[src/rtl/core/hcbt_pkg.sv]
// shared types, codes and helpers of the chunked body tracker
package hcbt_pkg;

	localparam int SIZE_DIGITS_DEF = 8;

	localparam int ACC_W = 32;
	localparam int REM_W = 33;
	localparam int DC_W  = 4;
	localparam int PH_W  = 3;
	localparam int CLS_W = 3;
	localparam int ST_W  = 2;

	localparam logic [7:0] CHAR_CR = 8'h0d;
	localparam logic [REM_W-1:0] TRAILER_LEN = REM_W'(2);

	// parser phases
	localparam logic [PH_W-1:0] PH_SIZE  = 3'd0;
	localparam logic [PH_W-1:0] PH_SKIP  = 3'd1;
	localparam logic [PH_W-1:0] PH_DATA  = 3'd2;
	localparam logic [PH_W-1:0] PH_FINAL = 3'd3;
	localparam logic [PH_W-1:0] PH_ERROR = 3'd4;

	// byte classes
	localparam logic [CLS_W-1:0] CLS_DIGIT   = 3'd0;
	localparam logic [CLS_W-1:0] CLS_LINEEND = 3'd1;
	localparam logic [CLS_W-1:0] CLS_PAYLOAD = 3'd2;
	localparam logic [CLS_W-1:0] CLS_TRAILER = 3'd3;
	localparam logic [CLS_W-1:0] CLS_AFTER   = 3'd4;
	localparam logic [CLS_W-1:0] CLS_ERROR   = 3'd5;

	// packet status codes
	localparam logic [ST_W-1:0] ST_NEXT     = 2'd0;
	localparam logic [ST_W-1:0] ST_MORE     = 2'd1;
	localparam logic [ST_W-1:0] ST_FINISHED = 2'd2;
	localparam logic [ST_W-1:0] ST_ERROR    = 2'd3;

	typedef struct packed {
		logic [PH_W-1:0]  phase;
		logic [ACC_W-1:0] size_acc;
		logic [DC_W-1:0]  digit_cnt;
		logic [REM_W-1:0] remaining;
	} hcbt_state_t;

	typedef struct packed {
		logic [CLS_W-1:0] byte_class;
		logic [7:0]       payload_out;
		logic [REM_W-1:0] bytes_left;
		logic [ST_W-1:0]  packet_status;
		logic             status_valid;
	} hcbt_result_t;

	// hex digit test and value
	function automatic logic is_hex(input logic [7:0] c);
		return (c >= 8'h30 && c <= 8'h39) || (c >= 8'h41 && c <= 8'h46) ||
			(c >= 8'h61 && c <= 8'h66);
	endfunction

	function automatic logic [3:0] hex_val(input logic [7:0] c);
		logic [7:0] v;
		v = 8'h00;
		if (c >= 8'h30 && c <= 8'h39) begin
			v = c - 8'h30;
		end else if (c >= 8'h41 && c <= 8'h46) begin
			v = c - 8'h37;
		end else if (c >= 8'h61 && c <= 8'h66) begin
			v = c - 8'h57;
		end
		return v[3:0];
	endfunction

endpackage

[src/rtl/core/hcbt_if.sv]
// beat channels of the chunked body tracker
interface hcbt_in_if;
	logic       valid;
	logic       ready;
	logic [7:0] body_byte;
	logic       packet_end;

	modport source (output valid, body_byte, packet_end, input ready);
	modport sink (input valid, body_byte, packet_end, output ready);
endinterface

interface hcbt_out_if;
	logic        valid;
	logic        ready;
	logic [2:0]  byte_class;
	logic [7:0]  payload_out;
	logic [32:0] bytes_left;
	logic [1:0]  packet_status;
	logic        status_valid;

	modport source (output valid, byte_class, payload_out, bytes_left, packet_status,
		status_valid, input ready);
	modport sink (input valid, byte_class, payload_out, bytes_left, packet_status,
		status_valid, output ready);
endinterface

[src/rtl/core/hcbt_step.sv]
// next-state and classification logic for one body byte
module hcbt_step #(
	parameter int SIZE_DIGITS = hcbt_pkg::SIZE_DIGITS_DEF
) (
	input  hcbt_pkg::hcbt_state_t  cur,
	input  logic [7:0]             body_byte,
	input  logic                   packet_end,
	output hcbt_pkg::hcbt_state_t  nxt,
	output hcbt_pkg::hcbt_result_t res
);
	import hcbt_pkg::*;

	logic [REM_W-1:0] rem_dec;

	assign rem_dec = (cur.remaining != '0) ? cur.remaining - REM_W'(1) : cur.remaining;

	always_comb begin
		nxt = cur;
		res.byte_class  = CLS_ERROR;
		res.payload_out = 8'h00;
		unique case (cur.phase)
			PH_SIZE: begin
				if (body_byte == CHAR_CR) begin
					if (cur.digit_cnt == '0) begin
						nxt.phase = PH_ERROR;
					end else begin
						res.byte_class = CLS_LINEEND;
						nxt.phase      = PH_SKIP;
					end
				end else if (is_hex(body_byte) && cur.digit_cnt < DC_W'(SIZE_DIGITS)) begin
					nxt.size_acc   = {cur.size_acc[ACC_W-5:0], hex_val(body_byte)};
					nxt.digit_cnt  = cur.digit_cnt + DC_W'(1);
					res.byte_class = CLS_DIGIT;
				end else begin
					nxt.phase = PH_ERROR;
				end
			end
			PH_SKIP: begin
				res.byte_class = CLS_LINEEND;
				if (cur.size_acc == '0) begin
					nxt.phase     = PH_FINAL;
					nxt.remaining = '0;
				end else begin
					nxt.remaining = {1'b0, cur.size_acc} + TRAILER_LEN;
					nxt.phase     = PH_DATA;
				end
			end
			PH_DATA: begin
				if (cur.remaining > TRAILER_LEN) begin
					res.byte_class  = CLS_PAYLOAD;
					res.payload_out = body_byte;
				end else begin
					res.byte_class = CLS_TRAILER;
				end
				nxt.remaining = rem_dec;
				if (rem_dec == '0) begin
					nxt.phase     = PH_SIZE;
					nxt.size_acc  = '0;
					nxt.digit_cnt = '0;
				end
			end
			PH_FINAL: begin
				res.byte_class = CLS_AFTER;
			end
			default: begin
				nxt.phase = PH_ERROR;
			end
		endcase

		res.bytes_left    = nxt.remaining;
		res.status_valid  = packet_end;
		res.packet_status = ST_NEXT;
		if (packet_end) begin
			if (nxt.phase == PH_ERROR) begin
				res.packet_status = ST_ERROR;
			end else if (nxt.phase == PH_FINAL) begin
				res.packet_status = ST_FINISHED;
			end else if (nxt.phase == PH_SIZE && nxt.digit_cnt == '0) begin
				res.packet_status = ST_NEXT;
			end else begin
				res.packet_status = ST_MORE;
			end
		end
	end

endmodule

[src/rtl/core/http_chunked_body_tracker.sv]
// chunked transfer body tracker: classifies each body byte, reports per packet
//
//  channel  dir  beat contents
//  -------  ---  -------------------------------------------------------------
//  body     in   body_byte, packet_end
//  result   out  byte_class, payload_out, bytes_left, packet_status, status_valid
//
// one byte per cycle sustained while result is taken; a byte's result appears in the cycle after its beat
// parser state and the result register are updated in the same edge, so the
// critical path is one 33-bit decrement and compare plus selection
// arst_n clears the parser to the size line phase and empties the result register
// body is ready whenever the result register is empty or being taken, so a stall
// on result holds the pending result and blocks body only while it is full
module http_chunked_body_tracker #(
	parameter int SIZE_DIGITS = hcbt_pkg::SIZE_DIGITS_DEF
) (
	input logic        clk,
	input logic        arst_n,
	hcbt_in_if.sink    body,
	hcbt_out_if.source result
);
	import hcbt_pkg::*;

	// parser state
	hcbt_state_t  state_q;
	hcbt_state_t  state_nxt;
	hcbt_result_t res_nxt;

	// result register
	hcbt_result_t res_q;
	logic         res_valid_q;

	logic body_acc;

	assign body.ready = !res_valid_q || result.ready;
	assign body_acc   = body.valid && body.ready;

	hcbt_step #(
		.SIZE_DIGITS (SIZE_DIGITS)
	) u_step (
		.cur        (state_q),
		.body_byte  (body.body_byte),
		.packet_end (body.packet_end),
		.nxt        (state_nxt),
		.res        (res_nxt)
	);

	// state moves only on an accepted beat
	always_ff @(posedge clk or negedge arst_n) begin
		if (!arst_n) begin
			state_q.phase     <= PH_SIZE;
			state_q.size_acc  <= '0;
			state_q.digit_cnt <= '0;
			state_q.remaining <= '0;
		end else if (body_acc) begin
			state_q <= state_nxt;
		end
	end

	// output valid flag
	always_ff @(posedge clk or negedge arst_n) begin
		if (!arst_n) begin
			res_valid_q <= 1'b0;
		end else if (body_acc) begin
			res_valid_q <= 1'b1;
		end else if (result.ready) begin
			res_valid_q <= 1'b0;
		end
	end

	// output payload, no reset needed
	always_ff @(posedge clk) begin
		if (body_acc) begin
			res_q <= res_nxt;
		end
	end

	assign result.valid         = res_valid_q;
	assign result.byte_class    = res_q.byte_class;
	assign result.payload_out   = res_q.payload_out;
	assign result.bytes_left    = res_q.bytes_left;
	assign result.packet_status = res_q.packet_status;
	assign result.status_valid  = res_q.status_valid;

	// error phase is sticky until reset
	a_error_sticky: assert property (@(posedge clk) disable iff (!arst_n)
		state_q.phase == PH_ERROR |=> state_q.phase == PH_ERROR)
		else $error("error phase left without reset");

	// in the data phase something is always still owed
	a_data_owes: assert property (@(posedge clk) disable iff (!arst_n)
		state_q.phase == PH_DATA |-> state_q.remaining != '0)
		else $error("data phase with nothing owed");

	// a pending after-final result means the parser stays in the final phase
	a_after_final: assert property (@(posedge clk) disable iff (!arst_n)
		res_valid_q && res_q.byte_class == CLS_AFTER |-> state_q.phase == PH_FINAL)
		else $error("after-final byte reported outside final phase");

	// digit count never passes the limit
	a_digit_limit: assert property (@(posedge clk) disable iff (!arst_n)
		state_q.digit_cnt <= DC_W'(SIZE_DIGITS))
		else $error("size line digit count over limit");

endmodule

[src/flat_wrapper.sv]
// flat-port wrapper written by rule: the top's interface ports become plain ports
module http_chunked_body_tracker_flat import hcbt_pkg::*;
#(
	parameter int SIZE_DIGITS = hcbt_pkg::SIZE_DIGITS_DEF
)
  (clk, arst_n, body_valid, body_body_byte, body_packet_end, body_ready, result_valid, result_byte_class, result_payload_out, result_bytes_left, result_packet_status, result_status_valid, result_ready);
  hcbt_in_if body_i ();
  hcbt_out_if result_i ();
  input logic clk;
  input logic arst_n;
  input wire logic [$bits(body_i.valid)-1:0] body_valid;
  input wire logic [$bits(body_i.body_byte)-1:0] body_body_byte;
  input wire logic [$bits(body_i.packet_end)-1:0] body_packet_end;
  output wire logic [$bits(body_i.ready)-1:0] body_ready;
  output wire logic [$bits(result_i.valid)-1:0] result_valid;
  output wire logic [$bits(result_i.byte_class)-1:0] result_byte_class;
  output wire logic [$bits(result_i.payload_out)-1:0] result_payload_out;
  output wire logic [$bits(result_i.bytes_left)-1:0] result_bytes_left;
  output wire logic [$bits(result_i.packet_status)-1:0] result_packet_status;
  output wire logic [$bits(result_i.status_valid)-1:0] result_status_valid;
  input wire logic [$bits(result_i.ready)-1:0] result_ready;
  assign body_i.valid = body_valid;
  assign body_i.body_byte = body_body_byte;
  assign body_i.packet_end = body_packet_end;
  assign body_ready = body_i.ready;
  assign result_valid = result_i.valid;
  assign result_byte_class = result_i.byte_class;
  assign result_payload_out = result_i.payload_out;
  assign result_bytes_left = result_i.bytes_left;
  assign result_packet_status = result_i.packet_status;
  assign result_status_valid = result_i.status_valid;
  assign result_i.ready = result_ready;
  http_chunked_body_tracker #(.SIZE_DIGITS(SIZE_DIGITS)) u_core (.clk(clk), .arst_n(arst_n), .body(body_i), .result(result_i));
endmodule
[config.mk]
export PLATFORM = sky130hd
export DESIGN_NAME = http_chunked_body_tracker_flat
export DESIGN_NICKNAME = d
export VERILOG_FILES = /design/src/rtl/core/hcbt_pkg.sv /design/src/rtl/core/hcbt_if.sv /design/src/rtl/core/hcbt_step.sv /design/src/rtl/core/http_chunked_body_tracker.sv /design/src/flat_wrapper.sv
export SDC_FILE = /design/constraint.sdc
export NUM_CORES = 1
export LEC_CHECK = 0
export BUFFER_PORTS_ARGS = -buffer_cell sky130_fd_sc_hd__buf_2
export CORE_MARGIN = 2
export CORE_UTILIZATION = 42
export DETAILED_ROUTE_END_ITERATION = 10
export PLACE_DENSITY_LB_ADDON = 0.3
export SLEW_MARGIN = 20
export SYNTH_ARGS = -nofsm -noshare
export SYNTH_HDL_FRONTEND = slang
export SYNTH_SLANG_ARGS = --single-unit
export TNS_END_PERCENT = 10
[constraint.sdc]
create_clock -name clk -period 4.21 [get_ports clk]
set_clock_uncertainty 0.1 [all_clocks]
set_input_delay 0.842 -clock clk [delete_from_list [all_inputs] [get_ports clk]]
set_output_delay 0.842 -clock clk [all_outputs]
set_load 0.03 [all_outputs]
After elaboration in Yosys (flattened, before gate mapping)

Cells that the tools add are included.

Add/subtract/negate cells: 6
Multipliers: 0
Divide/modulo/power cells: 0
Order comparisons: 8
Equal/unequal tests: 9
Shifts and indexed selects: 0
Multiplexer cells: 25
Bitwise logic cells: 0
Reduce and logical (&&, ||, !) cells: 21

Operators by type and width:

| operator                                                       | count |
|---|---|
| 2-to-1 mux 36 bit                                              | 2 |
| one-hot mux 36 bit (2 select lines)                            | 1 |
| 2-to-1 mux 33 bit                                              | 2 |
| one-hot mux 33 bit (2 select lines)                            | 1 |
| 2-to-1 mux 39 bit                                              | 1 |
| adder 32 x 2 -> 33 bit, second input constant                  | 1 |
| greater-than comparator 33 x 2 -> 1 bit, second input constant | 1 |
| logical NOT 33 bit                                             | 1 |
| nonzero test 33 bit                                            | 1 |
| subtractor 33 x 1 -> 33 bit, second input constant             | 1 |
| logical NOT 32 bit                                             | 1 |
| one-hot mux 3 bit (4 select lines)                             | 2 |
| 2-to-1 mux 3 bit                                               | 6 |
| >= comparator 8 x 7 -> 1 bit, second input constant            | 2 |
| less-or-equal comparator 8 x 7 -> 1 bit, second input constant | 2 |
| 2-to-1 mux 4 bit                                               | 3 |
| equality test 3 x 2 -> 1 bit, second input constant            | 3 |
| equality test 8 x 4 -> 1 bit, second input constant            | 1 |
| >= comparator 8 x 6 -> 1 bit, second input constant            | 1 |
| less-or-equal comparator 8 x 6 -> 1 bit, second input constant | 1 |
| logical NOT 4 bit                                              | 2 |
| subtractor 4 x 3 -> 4 bit, second input constant               | 2 |
| logical AND 1 bit                                              | 6 |
| logical NOT 3 bit                                              | 2 |
| other kinds (13)                                               | 23 |

Flip-flop bits (word level): 120
Bits in latches: 0
Bits in writable memories: 0
Memory bits (read-only): 0
Input port bits: 13
Output and inout port bits: 49
Word-level logic and storage cells: 79
Memories kept: 0

Longest topological paths before layout

Gate-level depths: netlist of the first run.

Word-level depth: 13
Gate-level depth with buffers: 12
Gate-level depth less buffers: 10

Modules after synthesis

From an unflattened synthesis of the first run, not the netlist that was laid out.

Cells, all modules: 814
Area, all modules: 7992.7 um^2

Modules (own cells, without submodules):

| module                    | instances | cells each | area each (um^2) |
|---|---|---|---|
| http_chunked_body_tracker | 1         | 203        | 4421.7 |
| hcbt_step                 | 1         | 611        | 3570.9 |

Worst setup path before layout of the first run

No wires, ideal clock.

Kind: input port to flip-flop
Start point: in result_ready
End point: reg u_core.state_q[69] (netlist bit)
Arrival time: 3765 ps
Path slack: 215 ps
Stages: 8
Cell sequence: nand2b_1 > nand2_1 > inv_1 > clkbuf_1 > clkbuf_1 > o21ai_0 > nand2_1 > o21ai_0

Word-level cells in the longest chain between the ends: 2

Ends and longest elaborated chain:

| what                      | line                            | RTL |
|---|---|---|
| from (decl)               | flat_wrapper.sv:21              | `input wire logic [$bits(result_i.ready)-1:0] result_ready;` |
| logical OR 1 bit          | http_chunked_body_tracker.sv:35 | `assign body.ready = !res_valid_q \|\| result.ready;` |
| logical AND 1 bit         | http_chunked_body_tracker.sv:36 | `assign body_acc = body.valid && body.ready;` |
| named net u_core.body_acc | http_chunked_body_tracker.sv:33 | `logic body_acc;` |
| to (signal assigned)      | http_chunked_body_tracker.sv:56 | `state_q <= state_nxt;` |
| to (decl)                 | http_chunked_body_tracker.sv:25 | `hcbt_state_t state_q;` |

The timed path passes the listed nets, and every way through them passes these cells.
A chain may end at the register's enable or synchronous reset.

Worst setup path in the final report of the first run

Start point: reg u_core.state_q[22] (netlist bit)
End point: reg u_core.state_q[37] (netlist bit)

Word-level cells in the longest chain between the ends: 5
Elaborated cells between the ends (all ways): 6
Those cells by class: add/sub (1); eq/ne (1); mux (1); reduce/logical (3)

Ends and longest elaborated chain:

| what                                                                      | line            | RTL |
|---|---|---|
| subtractor 33 x 1 -> 33 bit / nonzero test 33 bit (equally long branches) | hcbt_step.sv:15 | `assign rem_dec = (cur.remaining != '0) ? cur.remaining - REM_W'(1) : cur.remaining;` |
| 2-to-1 mux 33 bit (*)                                                     | hcbt_step.sv:15 |  |
| logical NOT 33 bit (*)                                                    | hcbt_step.sv:56 | `if (rem_dec == '0) begin` |
| != test 2 bit (no line) (*)                                               | n/a             |  |
| AND reduction 5 bit (no line) (*)                                         | n/a             |  |

Mark *: on every way between the ends. The rest lies on a longest branch, timed or not.

==> flow_metrics.tcl, run 1 <==
set metrics [dict create \
    ff2ff_path_depth 10 \
    grt_max_degree 74 \
    final-hold-violation-count 0 \
    syn_area_um2 6933 \
    grt_pass1_wl_mm 31.01 \
    setup_violations 0 \
    crit_path_max_fanout 32 \
    crit_chain "or4_1, or4_4, nor4_4, buf_4, o21ai_0, a211oi_1, o211ai_1, nor4_4, buf_12, o22ai_1" \
    htree_levels 4 \
    drive_gt1_frac 0.1917 \
    ys_seq_elements 120 \
    hold_path_end "u_core.result.valid$_DFFE_PN0P_" \
    min_path_type "reg -> reg" \
    finalCritPeriodShare 0.9298 \
    overflow 0 \
    final_cell_mix "nand2_1 (126), dfrtp_1 (73), buf_2 (60), nor2_1 (59), edfxtp_1 (47)" \
    core_um2 16000 \
    row_count 46 \
    r2r-start "u_core.state_q[22]$_DFFE_PN0P_" \
    routed-via-count 6108 \
    dominantRegCellSynth "dfrtp_1" \
    cts_tree "done" \
    grt_use_total 0.2241 \
    hp-start "u_core.result.valid$_DFFE_PN0P_" \
    r2r_end "u_core.state_q[37]$_DFFE_PN0P_" \
    fin_crit_ns 3.914 \
    synth_edf_count 47 \
    crit_start "u_core.state_q[22]$_DFFE_PN0P_" \
    firstDrtPassIters 7 \
    status "complete, no violations" \
    post_cts_resized 0 \
    start_kind "register" \
    drtAntennaViolNets 0 \
    maxCapViolCount 0 \
    max_slew_margin 0.3149 \
    die_w_um 132.5 \
    slew_viol_final 0 \
    avgSynthCellArea_um2 9.293 \
    grt_pass1_vias 5884 \
    endpoint_kind "register" \
    nNetsFinal 828 \
    drtIter0Drc 586 \
    p_total_mw 4.677 \
    hold-path-cell-count 2 \
    grt_setup_unrepaired "false" \
    ir_drop_mv 0.3730 \
    wl_mm 19.11 \
    finalSetupTns_ns 0 \
    gp_congestion 0.9371 \
    numCtsBuffers 17 \
    route.detailed.drc 0 \
    via_per_inst 5.901 \
    clock_sinks 120 \
    cp_slowest_cell "or4_1" \
    power.leakage_nw 3.238 \
    path_clk_slew_ns 0.06 \
    synthToLayoutAreaGrowth_pct 17.29 \
    port-buffer-count 61 \
    reg2reg_setup_slack_ns 0.30 \
    wl_per_cell_um 18.46 \
    synthCells 746 \
    die-area_um2 17550 \
    num_antenna_cells 0 \
    critPathMaxStageDelay_ns 0.63 \
    start_util 0.4333 \
    worstSetupPathType "reg -> reg" \
    ys_seq_area_frac 0.4671 \
    fp.dieH_um 132.5 \
    io_pins 62 \
    yosysWarnings 0 \
    root_buffer "clkbuf_16" \
    grt_antenna_before_repair 0 \
    worstPathRequired_ns 4.41 \
    layout.cells.most_common "nand2_1" \
    power.density_nw_per_um2 575.1 \
    fmax_ghz 0.2555 \
    ys_types 61 \
    post_cts.repair.setup_buffers 0 \
    synthesis.nets 768 \
    arrival_ns 4.11 \
    synthArstFlopShare 0.6083 \
    hpwlAfterDp_mm 13.40 \
    clk_latency_ns 0.43 \
    worst_pin_slew_ns 1.028 \
    worst_path_most_repeated_cell "nor4_4" \
    hold_buffers 0 \
    cts_buffer_depth 2 \
]
-- power breakdown --
part           switching (mW)  internal [mW]  total [mW]
registers               0.248           1.47        1.72
logic                   0.881          0.583        1.46
clock network           0.548          0.943        1.49
total                    1.68           3.00        4.68
-- sequential cells by signal, indices dropped and copies added, names as in the netlist --
name,count
u_core.result.byte_class,3
u_core.state_q,72
u_core.result.bytes_left,33
u_core.result.packet_status,2
u_core.result.payload_out,8
u_core.result.valid,1
u_core.result.status_valid,1
-- stage by stage --
| step | utilization | instance area [µm²] | hold slack [ns] | setup slack, ns | cells |
|---|---|---|---|---|---|
| 2_1_floorplan | - | 6933 | 0.4007 | 0.2151 | 746 |
| 3_3_place_gp | 0.4701 | 7521 | 0.4159 | 0.2947 | 1003 |
| 3_5_place_dp | 0.4701 | 7521 | 0.4312 | 0.3172 | 1003 |
| 4_1_cts | 0.5082 | 8132 | 0.4484 | 0.3103 | 1035 |
| 5_1_grt | 0.5082 | 8132 | 0.5101 | 0.1388 | 1035 |
| 6_report | 0.5082 | 8132 | 0.4407 | 0.2957 | 1035 |
-- synthesized netlist by cell type (8+ instances only) --
cell type,instances,area share
o221ai_1,13,0.016
edfxtp_1,47,0.20
nand2_1,126,0.068
o22ai_1,10,0.0090
nor4_1,30,0.027
xnor2_1,18,0.023
a21oi_1,21,0.015
or4_1,16,0.017
nor2_1,59,0.032
nor3_1,18,0.013
inv_1,15,0.0081
a221o_1,8,0.012
o21ai_1,23,0.017
clkbuf_1,39,0.021
nand3_1,21,0.015
o31ai_1,8,0.0087
nand4_1,10,0.0090
o21ai_0,41,0.030
mux2_2,27,0.044
ha_1,9,0.016
dfrtp_1,73,0.26
xor2_1,22,0.028
-- worst max path at each step --
stage	slack, ns	cells after the start	endpoint
after floorplan	0.22	8	u_core.state_q[69]$_DFFE_PN0P_
after global placement	0.29	10	u_core.state_q[37]$_DFFE_PN0P_
after detailed placement	0.32	10	u_core.state_q[37]$_DFFE_PN0P_
after CTS	0.31	10	u_core.state_q[37]$_DFFE_PN0P_
after global routing	0.14	11	u_core.state_q[40]$_DFFE_PN0P_
final	0.30	10	u_core.state_q[37]$_DFFE_PN0P_
-- worst max-delay path: cells and delay by family, from the launching register on --
family                 cells  cell delay (ns)
buffers and inverters      2             0.48
AOI/OAI and AO/OA          4             0.89
DFF                        1             0.47
and+or+nand+nor            4             1.84
-- area by class of cell --
| cell class | instances | area [µm²] |
|---|---|---|
| tap | 216 | 270.3 |
| multi-input combinational | 565 | 3440 |
| clock buffer | 19 | 475.5 |
| inverter | 15 | 57.56 |
| sequential | 120 | 3238 |
| timing repair buffer | 87 | 515.5 |
| clock inverter | 13 | 135.1 |
| fill | 1532 | 7869 |
-- layer usage --
metal / wire, µm / vias to the layer above / track usage
li1: - / 2882 / -
met1: 8304 / 2957 / 0.2919
met2: 9327 / 231 / 0.3618
met3: 1050 / 38 / 0.05134
met4: 428 / 0 / 0.09140
met5: 0 / - / 0
-- cells by family after synthesis --
kind of cell | Yosys count | share of synthesized area
AO/OA/AOI/OAI | 159 | 0.1489
multiplexers | 27 | 0.04385
AND/OR/NAND/NOR | 330 | 0.2366
flip-flops | 120 | 0.4671
adder cells (fa/ha/maj) | 9 | 0.01624
buffers and inverters | 61 | 0.03681
XOR/XNOR | 40 | 0.05053
Note: power is estimated with default switching activity, not from simulation.
==> run 2: changes to the inputs <==
Clock period 4.21 ns to 4.05 ns, I/O delays scaled along.
==> run 2 against run 1 <==
Effect of this change:
- design area is 0.51% higher
- first-iteration DRC count is 17% higher
- hold slack lost 0.012 ns
- sequential power increased by 3%
- clock-buffer cell count rose by 6
- final cell count rose by 0.48%
- die area unchanged
==> flow_metrics.tcl, run 2 (synthesis results as in run 1) <==
set metrics [dict create \
    status "complete, no violations" \
    gp_congestion 0.9243 \
    grt_pass1_wl_mm 31.69 \
    start_kind "register" \
    dp_cells 1008 \
    layout.cells.most_common "nand2_1" \
    multiInputGateArea_um2 3450 \
    route.detailed.drc 0 \
    maxCapViolCount 0 \
    ir_drop_mv 0.3505 \
    grt_setup_unrepaired "false" \
    drtAntennaViolNets 0 \
    largest_reg_flops 72 \
    slew_viol_final 0 \
    core_um2 16000 \
    synthToLayoutAreaGrowth_pct 17.88 \
    die_w_um 132.5 \
    power.leakage_nw 3.255 \
    endpoint_kind "register" \
    htree_levels 4 \
    post_cts.repair.setup_buffers 0 \
    fillCellCount 1538 \
    grt_antenna_before_repair 0 \
    crit_path_max_fanout 32 \
    via_per_inst 5.901 \
    num_antenna_cells 0 \
    grt_max_degree 74 \
    hpwlAfterDp_mm 13.59 \
    path_clk_slew_ns 0.05 \
    regMostFlops "u_core.state_q" \
    finalCritPeriodShare 0.9645 \
    grt_use_total 0.2296 \
    die-area_um2 17550 \
    port-buffer-count 61 \
    final_cell_mix "nand2_1 (126), dfrtp_1 (73), buf_2 (60), nor2_1 (59), edfxtp_1 (47)" \
    hold_buffers 0 \
    drive_gt1_frac 0.1954 \
    numCtsBuffers 17 \
    routed-via-count 6137 \
    fmax_ghz 0.2560 \
    cts_buffer_depth 2 \
    clock_sinks 120 \
    worstSetupPathType "reg -> reg" \
    root_buffer "clkbuf_16" \
    setup_violations 0 \
    worst_pin_slew_ns 1.009 \
    row_count 46 \
    start_util 0.4333 \
    final_cell_count_no_fill 1040 \
    firstDrtPassIters 8 \
    finish.utilization 0.5108 \
    arrival_ns 4.09 \
    worstPathRequired_ns 4.24 \
    grt_pass1_vias 5918 \
    io_pins 62 \
    wl_mm 19.49 \
    clk_latency_ns 0.42 \
    nNetsFinal 833 \
    overflow 0 \
    finalSetupTns_ns 0 \
    cts_tree "done" \
    fp.dieH_um 132.5 \
    fin_crit_ns 3.906 \
    wl_per_cell_um 18.74 \
    final-hold-violation-count 0 \
    holdWs_ns 0.4292 \
    register_area_um2 3238 \
    max_slew_margin 0.3272 \
    min_path_type "in -> async" \
    drtIter0Drc 684 \
    power.density_nw_per_um2 599.2 \
    post_cts_resized 0 \
]
==> run 2: changes by cell type in the layout (fill, tap and decap cells not counted), moves of 2 or more <==
cell,change
buf_4,+5
clkbuf_1,+3
clkbuf_8,+4
clkinv_4,-2
inv_4,-4
inv_6,-2
==> run 2: layout make-up <==
class / count / area share
multi-input cells: 565 / 0.4221
flip-flops and latches: 120 / 0.3962
repair buffers: 92 / 0.06767
clock buffers: 25 / 0.06323
well taps: 216 / 0.03307
clock inverters: 7 / 0.01072
inverters: 15 / 0.007042
==> run 2: metrics by stage <==
step,total power [mW],setup WS [ns],cell area [µm²]
6_report,4.897,0.1437,8173
5_1_grt,5.152,0.002908,8173
4_1_cts,4.882,0.1700,8163
3_5_place_dp,3.340,0.1737,7559
3_3_place_gp,3.341,0.2249,7559
2_1_floorplan,2.827,0.08712,6933
==> run 2: critical path, cell delays in order, from the launching register on <==
cell and delay [ns]:
dfrtp_1 0.48, or4_1 0.58, or4_1 0.52, or4_1 0.42, o21ai_0 0.34, o311ai_0 0.26
nand4bb_2 0.41, nor4_4 0.32, buf_12 0.23, o22ai_1 0.11
==> run 2: final timing paths <==
path | startpoint | endpoint | slack [ns] | cells after the start
worst max-delay path | u_core.state_q[14]$_DFFE_PN0P_ | u_core.state_q[37]$_DFFE_PN0P_ | 0.14 | 9
worst min-delay path | arst_n | u_core.state_q[10]$_DFFE_PN0P_ | 0.43 | 1
worst max register to register | u_core.state_q[14]$_DFFE_PN0P_ | u_core.state_q[37]$_DFFE_PN0P_ | 0.14 | 9
worst min register to register | u_core.result.valid$_DFFE_PN0P_ | u_core.result.valid$_DFFE_PN0P_ | 0.43 | 2
max in group asynchronous | arst_n | u_core.state_q[14]$_DFFE_PN0P_ | 2.77 | 1
min in group clk | u_core.result.valid$_DFFE_PN0P_ | u_core.result.valid$_DFFE_PN0P_ | 0.43 | 2
==> run 2: routing by layer <==
metal,vias up,share of wire,wire [µm],global-route usage
li1,2887,-,-,-
met1,2960,0.44,8657,0.3106
met2,249,0.47,9154,0.3638
met3,41,0.062,1206,0.05134
met4,0,0.024,471,0.08244
met5,-,0,0,0
==> run 2: where the power goes <==
group	total, mW	switching [mW]	internal (mW)
Combinational	1.60	0.960	0.639
Clock	1.53	0.527	1.00
Sequential	1.77	0.235	1.53
Total	4.90	1.72	3.17
